==> src/sv/ced_pkg.sv <==
// shared types for the c escape string decoder
// one queue entry holds every result caused by one input character
// no dependencies
package ced_pkg;

  typedef struct packed {
    logic        done;
    logic [7:0]  data;
    logic [15:0] len;
  } res_t;

  // slot 0 only ever carries a flushed pending escape byte
  // slot 1 carries a byte or the closing done result
  typedef struct packed {
    logic has0;
    res_t r0;
    logic has1;
    res_t r1;
  } entry_t;

endpackage

==> src/sv/ced_front.sv <==
// front end: accepts characters, runs the escape state machine and the byte budget
// depends on ced_pkg for the queue entry type
module ced_front (
  input  logic               clk,
  input  logic               rst,
  input  logic               cfg_we,
  input  logic [15:0]        cfg_wdata,
  input  logic               in_valid,
  output logic               in_ready,
  input  logic [7:0]         ch,
  input  logic               q_full,
  output logic               push,
  output ced_pkg::entry_t    push_entry
);

  localparam logic [7:0] CH_NUL   = 8'h00;
  localparam logic [7:0] CH_BSL   = 8'h5C;
  localparam logic [7:0] CH_QUOTE = 8'h22;
  localparam logic [7:0] CH_N     = 8'h6E;
  localparam logic [7:0] CH_R     = 8'h72;
  localparam logic [7:0] CH_T     = 8'h74;
  localparam logic [7:0] CH_E     = 8'h65;
  localparam logic [7:0] CH_X     = 8'h78;
  localparam logic [7:0] CH_0     = 8'h30;
  localparam logic [7:0] CH_7     = 8'h37;
  localparam logic [7:0] CH_9     = 8'h39;
  localparam logic [7:0] CH_LA    = 8'h61;
  localparam logic [7:0] CH_LF    = 8'h66;
  localparam logic [7:0] CH_UA    = 8'h41;
  localparam logic [7:0] CH_UF    = 8'h46;
  localparam logic [7:0] B_LF     = 8'h0A;
  localparam logic [7:0] B_CR     = 8'h0D;
  localparam logic [7:0] B_TAB    = 8'h09;
  localparam logic [7:0] B_ESC    = 8'h1B;
  localparam logic [15:0] MAX_LEN_RST = 16'd256;

  typedef enum logic [2:0] {
    M_TEXT = 3'd0,
    M_ESC  = 3'd1,
    M_HEX0 = 3'd2,
    M_HEX1 = 3'd3,
    M_OCT1 = 3'd4,
    M_OCT2 = 3'd5
  } mode_t;

  mode_t       mode, mode_next;
  logic [5:0]  pend, pend_next;
  logic [15:0] byte_count, byte_count_next;
  logic [15:0] max_len;

  logic        accept;
  logic        is_end;
  logic        is_hex, is_oct;
  logic [3:0]  hval;
  logic        plain_want;
  mode_t       plain_mode;
  logic        flush_want, sec_want;
  logic [7:0]  sec_byte;
  logic        ok0, ok1;
  logic [15:0] count1, count2;

  assign in_ready = !q_full;
  assign accept   = in_valid && in_ready;
  assign is_end   = (ch == CH_NUL);
  assign is_oct   = (ch >= CH_0) && (ch <= CH_7);

  always_comb begin
    is_hex = 1'b1;
    hval   = 4'd0;
    if (ch >= CH_0 && ch <= CH_9) begin
      hval = 4'(ch - CH_0);
    end else if (ch >= CH_LA && ch <= CH_LF) begin
      hval = 4'(ch - CH_LA + 8'd10);
    end else if (ch >= CH_UA && ch <= CH_UF) begin
      hval = 4'(ch - CH_UA + 8'd10);
    end else begin
      is_hex = 1'b0;
    end
  end

  // plain text handling: backslash opens an escape, anything else is copied
  assign plain_want = (ch != CH_BSL);
  assign plain_mode = (ch == CH_BSL) ? M_ESC : M_TEXT;

  always_comb begin
    flush_want = 1'b0;
    sec_want   = 1'b0;
    sec_byte   = ch;
    mode_next  = mode;
    pend_next  = pend;
    if (is_end) begin
      flush_want = (mode == M_HEX1) || (mode == M_OCT1) || (mode == M_OCT2);
      mode_next  = M_TEXT;
    end else begin
      unique case (mode)
        M_ESC: begin
          mode_next = M_TEXT;
          if (ch == CH_BSL || ch == CH_QUOTE) begin
            sec_want = 1'b1;
          end else if (ch == CH_N) begin
            sec_want = 1'b1;
            sec_byte = B_LF;
          end else if (ch == CH_R) begin
            sec_want = 1'b1;
            sec_byte = B_CR;
          end else if (ch == CH_T) begin
            sec_want = 1'b1;
            sec_byte = B_TAB;
          end else if (ch == CH_E) begin
            sec_want = 1'b1;
            sec_byte = B_ESC;
          end else if (ch == CH_X) begin
            mode_next = M_HEX0;
          end else if (is_oct) begin
            mode_next = M_OCT1;
            pend_next = {3'd0, ch[2:0]};
          end else begin
            sec_want  = plain_want;
            mode_next = plain_mode;
          end
        end
        M_HEX0: begin
          if (is_hex) begin
            mode_next = M_HEX1;
            pend_next = {2'd0, hval};
          end else begin
            sec_want  = plain_want;
            mode_next = plain_mode;
          end
        end
        M_HEX1: begin
          if (is_hex) begin
            sec_want  = 1'b1;
            sec_byte  = {pend[3:0], hval};
            mode_next = M_TEXT;
          end else begin
            flush_want = 1'b1;
            sec_want   = plain_want;
            mode_next  = plain_mode;
          end
        end
        M_OCT1: begin
          if (is_oct) begin
            mode_next = M_OCT2;
            pend_next = {pend[2:0], ch[2:0]};
          end else begin
            flush_want = 1'b1;
            sec_want   = plain_want;
            mode_next  = plain_mode;
          end
        end
        M_OCT2: begin
          if (is_oct) begin
            sec_want  = 1'b1;
            sec_byte  = {pend[4:0], ch[2:0]};
            mode_next = M_TEXT;
          end else begin
            flush_want = 1'b1;
            sec_want   = plain_want;
            mode_next  = plain_mode;
          end
        end
        default: begin
          sec_want  = plain_want;
          mode_next = plain_mode;
        end
      endcase
    end
    // digits are only held while an escape still waits for more
    if (!(mode_next == M_HEX1 || mode_next == M_OCT1 || mode_next == M_OCT2)) begin
      pend_next = 6'd0;
    end
  end

  // byte budget: a byte is kept only while count + 1 < max_len
  always_comb begin
    ok0    = flush_want && (({1'b0, byte_count} + 17'd1) < {1'b0, max_len});
    count1 = byte_count + {15'd0, ok0};
    ok1    = sec_want && !is_end && (({1'b0, count1} + 17'd1) < {1'b0, max_len});
    count2 = count1 + {15'd0, ok1};
    byte_count_next = is_end ? 16'd0 : count2;
  end

  always_comb begin
    push_entry.has0    = ok0;
    push_entry.r0.done = 1'b0;
    push_entry.r0.data = {2'd0, pend};
    push_entry.r0.len  = count1;
    push_entry.has1    = ok1 || is_end;
    push_entry.r1.done = is_end;
    push_entry.r1.data = is_end ? 8'd0 : sec_byte;
    push_entry.r1.len  = is_end ? count1 : count2;
    push = accept && (ok0 || ok1 || is_end);
  end

  always_ff @(posedge clk) begin
    if (rst) begin
      mode       <= M_TEXT;
      pend       <= 6'd0;
      byte_count <= 16'd0;
      max_len    <= MAX_LEN_RST;
    end else begin
      if (cfg_we) begin
        max_len <= cfg_wdata;
      end
      if (accept) begin
        mode       <= mode_next;
        pend       <= pend_next;
        byte_count <= byte_count_next;
      end
    end
  end

endmodule

==> src/sv/ced_queue.sv <==
// short fifo of result entries between the front end and the output side
// depends on ced_pkg for the entry type
module ced_queue #(
  parameter int DEPTH = 4
) (
  input  logic            clk,
  input  logic            rst,
  input  logic            push,
  input  ced_pkg::entry_t wr_entry,
  input  logic            pop,
  output ced_pkg::entry_t head,
  output logic            empty,
  output logic            full
);

  localparam int PTR_W = $clog2(DEPTH);
  localparam int CNT_W = $clog2(DEPTH + 1);

  ced_pkg::entry_t   slots [DEPTH];
  logic [PTR_W-1:0]  wr_ptr, rd_ptr;
  logic [CNT_W-1:0]  cnt;

  assign empty = (cnt == CNT_W'(0));
  assign full  = (cnt == CNT_W'(DEPTH));
  assign head  = slots[rd_ptr];

  always_ff @(posedge clk) begin
    if (push) begin
      slots[wr_ptr] <= wr_entry;
    end
  end

  always_ff @(posedge clk) begin
    if (rst) begin
      wr_ptr <= '0;
      rd_ptr <= '0;
      cnt    <= '0;
    end else begin
      if (push) begin
        wr_ptr <= (wr_ptr == PTR_W'(DEPTH - 1)) ? '0 : wr_ptr + PTR_W'(1);
      end
      if (pop) begin
        rd_ptr <= (rd_ptr == PTR_W'(DEPTH - 1)) ? '0 : rd_ptr + PTR_W'(1);
      end
      if (push && !pop) begin
        cnt <= cnt + CNT_W'(1);
      end else if (pop && !push) begin
        cnt <= cnt - CNT_W'(1);
      end
    end
  end

endmodule

==> src/sv/ced_back.sv <==
// output side: walks the one or two results of the head entry, one per transfer
// depends on ced_pkg for the entry type
module ced_back (
  input  logic            clk,
  input  logic            rst,
  input  ced_pkg::entry_t head,
  input  logic            empty,
  output logic            pop,
  output logic            out_valid,
  input  logic            out_ready,
  output logic [7:0]      out_byte,
  output logic            byte_valid,
  output logic            done_res,
  output logic [15:0]     length,
  output logic            last
);

  logic          phase;
  logic          sel0;
  ced_pkg::res_t cur;

  assign out_valid  = !empty;
  assign sel0       = !phase && head.has0;
  assign cur        = sel0 ? head.r0 : head.r1;
  assign last       = !(sel0 && head.has1);
  assign out_byte   = cur.data;
  assign byte_valid = !cur.done;
  assign done_res   = cur.done;
  assign length     = cur.len;
  assign pop        = out_valid && out_ready && last;

  always_ff @(posedge clk) begin
    if (rst) begin
      phase <= 1'b0;
    end else if (out_valid && out_ready) begin
      phase <= !last;
    end
  end

endmodule

==> src/sv/c_escape_string_decoder_core.sv <==
// c escape string decoder, top level
// depends on ced_pkg, ced_front, ced_queue and ced_back
//
// One character is taken per cycle while the result queue has room; a 0 ends the
// string. Each character gives zero, one or two results (a flushed pending escape
// byte, then a byte or the closing done result), and the output side sends one
// result per cycle while out_ready is high, so a character with two results costs
// two transfers. The escape state and the byte budget are updated in the same
// cycle the character is taken. max_len may be rewritten only while the block is
// idle; at most max_len-1 bytes per string are sent and later bytes are dropped.
module c_escape_string_decoder_core #(
  parameter int QUEUE_DEPTH = 4
) (
  input  logic        clk,
  input  logic        rst,
  input  logic        cfg_we,
  input  logic [15:0] cfg_wdata,
  input  logic        in_valid,
  output logic        in_ready,
  input  logic [7:0]  ch,
  output logic        out_valid,
  input  logic        out_ready,
  output logic [7:0]  out_byte,
  output logic        byte_valid,
  output logic        done_res,
  output logic [15:0] length,
  output logic        last
);

  ced_pkg::entry_t push_entry, head;
  logic            push, pop, q_empty, q_full;

  ced_front u_front (
    .clk        (clk),
    .rst        (rst),
    .cfg_we     (cfg_we),
    .cfg_wdata  (cfg_wdata),
    .in_valid   (in_valid),
    .in_ready   (in_ready),
    .ch         (ch),
    .q_full     (q_full),
    .push       (push),
    .push_entry (push_entry)
  );

  ced_queue #(
    .DEPTH (QUEUE_DEPTH)
  ) u_queue (
    .clk      (clk),
    .rst      (rst),
    .push     (push),
    .wr_entry (push_entry),
    .pop      (pop),
    .head     (head),
    .empty    (q_empty),
    .full     (q_full)
  );

  ced_back u_back (
    .clk        (clk),
    .rst        (rst),
    .head       (head),
    .empty      (q_empty),
    .pop        (pop),
    .out_valid  (out_valid),
    .out_ready  (out_ready),
    .out_byte   (out_byte),
    .byte_valid (byte_valid),
    .done_res   (done_res),
    .length     (length),
    .last       (last)
  );

  // the closing result carries no byte
  a_done_no_byte: assert property (@(posedge clk) disable iff (rst)
    out_valid && done_res |-> !byte_valid && out_byte == 8'd0)
    else $error("done result carries a byte");

  // a sent byte always counts itself
  a_byte_counted: assert property (@(posedge clk) disable iff (rst)
    out_valid && byte_valid |-> length != 16'd0)
    else $error("byte result with zero length");

  // the second result of a character follows right after the first transfer
  a_second_ready: assert property (@(posedge clk) disable iff (rst)
    out_valid && out_ready && !last |=> out_valid)
    else $error("second result of a character missing");

  // input backpressure only comes from a full queue
  a_stall_cause: assert property (@(posedge clk) disable iff (rst)
    !in_ready |-> out_valid)
    else $error("input stalled with nothing to send");

endmodule

==> config.mk <==
export PLATFORM = sky130hd
export DESIGN_NAME = c_escape_string_decoder_core
export DESIGN_NICKNAME = d
export VERILOG_FILES = /design/src/sv/ced_pkg.sv /design/src/sv/ced_front.sv /design/src/sv/ced_queue.sv /design/src/sv/ced_back.sv /design/src/sv/c_escape_string_decoder_core.sv
export SDC_FILE = /design/constraint.sdc
export NUM_CORES = 1
export LEC_CHECK = 0
export BUFFER_PORTS_ARGS = -buffer_cell sky130_fd_sc_hd__buf_2
export CORE_AREA = 4 4 205 167
export DETAILED_ROUTE_END_ITERATION = 10
export DIE_AREA = 0 0 209 171
export HOLD_SLACK_MARGIN = 0.05
export SLEW_MARGIN = 20
export SYNTH_ARGS = -nofsm -noshare
export SYNTH_HDL_FRONTEND = slang
export SYNTH_HIERARCHICAL = 1
export SYNTH_SLANG_ARGS = --single-unit
==> constraint.sdc <==
create_clock -name clk -period 22.9 [get_ports clk]
set_clock_uncertainty 0.05 [all_clocks]
set_input_delay 1.145 -clock clk [delete_from_list [all_inputs] [get_ports clk]]
set_output_delay 1.145 -clock clk [all_outputs]
set_load 0.05 [all_outputs]
==> run metrics <==
pre-CTS setup slack=13.43 ns; Post-Syn Area=0.0133 sq mm; Worst slew margin=40.4%; Slew Limit Fails=0; Iter 0 DRT Violations=645; leading area contributor after synthesis=edfxtp_1; unrepaired setup endpoints after global routing=no; vias per std cell=5.52; Worst setup EP type=flop; Root Buffer=clkbuf_16; PnR worst setup slack=13.68 ns; Clock power frac=29.6%; Critical path buffers and inverters=0; Layout Nets=1106; worst slew pin tran=0.888 ns; initial antenna violation count=0; Placer Congestion=0.883; EDFF count, synth=208; Worst R2R Setup Slack=13.68 ns; PD cells=98.3 mW/mm^2; vias in the first global route=7800; cell count of the worst hold path=2; CTS H-tree lvls=1; combinational power share=30.2%; post-synthesis xor/xnor area fraction=4.84%; Max Clk Rate=108 MHz; Worst-path clk slew=0.06 ns; Post-Syn Area per Cell=13.6 sq um; CP startpoint=u_front/byte_count[2]; Compound-Gate Fraction of Synth Area=6.60%; dpl hpwl=19100 microns; worst min path class=reg -> reg; Antenna Violating Nets Remaining=0; Std-Cell Rows=59; antenna cell count=0; Synth Area in Adders=4.66%; Final Cycle Share=40.3%; largest net degree at the start of global routing=53; Initial Util=41.4%; cts bufs inserted=27; outcome=finished, final reports clean; Slowest-stage cell, CP=dfxtp_1; post_cts resized=0; synth top area cells=edfxtp_1 (47%), mux4_2 (8.4%), dfxtp_1 (7.7%), ha_1 (4.5%), xnor2_1 (3.7%); post-synthesis mux area share=13.3%; Synth warnings=6; nature of the critical path startpoint=flop; Final Routed Wirelength=29000 microns; Most used DFF post-synth=edfxtp_1; Mapped Cells=983; Net Sw Frac=33.1%; residual DRC count=0; Required @ worst endpoint=23.17 ns; HP Start=u_front/max_len[3]; Sink Count=259; Area after DPL=0.0138 sq mm; launch point of the worst reg-to-reg path=u_front/byte_count[2]; largest family of logic cells by synthesized area=multiplexers; Critical Path AT=9.49 ns; Die X-Extent=209 microns; Pleak=0.00531 uW; critical path type=reg -> reg; Seq/Total Area, Yosys=54.5%; Worst R2R End=u_queue/slots[2][12]; DRT Pass-1 Iters=5; hold buffers post-CTS=0; hold path endpoint=u_front/max_len[3]; Worst R2R Path Depth=32; worst-path maximum fanout=18; grt ovf=0; Setup TNS=0 ns; Internal Power=964 uW; register share of total power=40.2%; Max Cap Viol=0; Final Setup Violations=0; # Post-CTS Setup Buffers=0; sw power=476 uW; Synth async-reset ratio=0%; Largest stage delay, worst path=0.77 ns; Avg WL per Cell=19.7 microns; Max rail drop VDD=0.0552 mV; height of the die=171 microns; top-level port count=58; Top Family by Delay on Critical Path=simple AND/OR/NAND/NOR gates; layout cells sized above 1=21.1%; endpoints failing hold=0; first-pass GRT wire length=45600 microns; clock tree buffer depth=3; PortBufs=57; crit-path most repeated cell=ha_1; fraction of the mapped netlist area in simple logic gates=11.5%; Non-Filler Instances=1475; Cell variety after synth=95; core area=0.0322 sq mm; GR Util All Layers=15.9%; clk_lat worst skew=0.55 ns; die area=0.0357 sq mm; Area Growth Syn to Fin=9.89%; Synth top area share=46.9%; CTS tree=done; Tmin final=9.22 ns; Cells after DPL=1426; vias=8136; Synth Register Bits=259; design area=0.0146 sq mm
==> cell usage after synthesis (all sizes together) (3+ instances only) <==
master,n
nor4,4
o21ai,22
a21oi,33
inv,44
a21boi,4
o211ai,4
nor2,62
nor2b,12
a22oi,6
and2b,4
buf,36
and3b,3
nand4,18
xnor2,57
ha,48
clkbuf,15
edfxtp,208
nor3,13
nand2,78
mux4,52
a311oi,5
o31ai,5
nor3b,3
and4,5
and2,7
dfxtp,51
xor2,12
a22o,8
nand3,36
mux2i,22
or3,5
nand2b,9
and3,7
o21a,4
mux2,27
a31oi,6
or3b,3
nor4b,3
a21o,4
==> final cells by class <==
cell class | instances | area (sq um)
fill | 2964 | 17500
sequential | 259 | 7270
multi-input combinational | 631 | 5470
clock buffer | 29 | 683
tap | 427 | 534
timing repair buffer | 65 | 349
clock inverter | 20 | 179
inverter | 44 | 165
==> sequential cells by signal, indices dropped and copies added (netlist names), named ones only <==
register            cells
u_queue/slots         208
u_front/max_len        16
u_front/byte_count     16
u_front/pend            6
u_front/mode            3
u_back/phase            1
u_queue/cnt             3
u_queue/rd_ptr          2
u_queue/wr_ptr          2
==> placed cells by master (no fill, tap or decap), types with 11 or more instances in the layout <==
| cell type | netlist | routed |
|---|---|---|
| a21oi_1 | 33 | 33 |
| buf_2 | 13 | 57 |
| clkbuf_16 | 0 | 27 |
| dfxtp_1 | 51 | 49 |
| edfxtp_1 | 208 | 208 |
| ha_1 | 48 | 48 |
| inv_1 | 43 | 43 |
| mux2_4 | 19 | 19 |
| mux2i_1 | 22 | 22 |
| mux4_2 | 50 | 50 |
| nand2_1 | 78 | 78 |
| nand3_1 | 33 | 33 |
| nand4_1 | 15 | 15 |
| nor2_1 | 61 | 61 |
| nor2b_1 | 12 | 12 |
| nor3_1 | 11 | 11 |
| o21ai_0 | 21 | 21 |
| xnor2_1 | 56 | 56 |
==> how the worst max path moves through the flow <==
stage	to	slack [ns]	cells after the start
after floorplan	u_queue/slots[0][0]	15.59	25
after global placement	u_queue/slots[0][9]	13.83	29
after detailed placement	u_queue/slots[1][12]	13.43	29
after CTS	u_queue/slots[1][12]	13.76	32
after global routing	u_queue/slots[1][12]	12.77	32
final	u_queue/slots[2][12]	13.68	32
==> kinds of logic (layout without fill, tap and decap cells) <==
group / count (synthesis) / after routing
multiplexers: 101 / 101
AND/OR/NAND/NOR: 282 / 282
flip-flops: 259 / 259
adder cells (fa/ha/maj): 49 / 49
AO/OA/AOI/OAI: 127 / 127
buffers and inverters: 95 / 158
XOR/XNOR: 69 / 69
other: 1 / 3
==> power by group through the flow <==
| stage | registers, uW | logic, uW | clock network (uW) |
|---|---|---|---|
| after global routing | 583 | 469 | 459 |
| after CTS | 579 | 444 | 437 |
| after floorplan | 583 | 373 | 0 |
| after detailed placement | 589 | 443 | 0 |
| after global placement | 587 | 441 | 0 |
| final | 579 | 435 | 426 |
==> worst reg2reg max path: cells and delay by family, from the launching register on <==
kind                     cells  cell delay, ns
adder cells (fa/ha/maj)      6            1.93
AND/OR/NAND/NOR             13            3.35
AO/OA/AOI/OAI               10            2.22
XOR/XNOR                     3            0.65
flip-flops                   1            0.77
==> metrics by stage <==
step                hold WS (ns)  util, %  power, uW
floorplan                  0.409        -        955
global placement           0.425     42.8       1030
detailed placement         0.431     42.8       1030
CTS                        0.446     45.5       1460
global route               0.466     45.5       1510
finish                     0.443     45.5       1440
==> layer usage <==
layer	wire, microns	part of all wire [%]	global-route usage (%)
met1	14800	51	25.9
met2	12000	41	22.9
met3	1800	6.2	2.42
met4	422	1.5	2.72
met5	0	0	0
(Power assumes the default switching activity.)
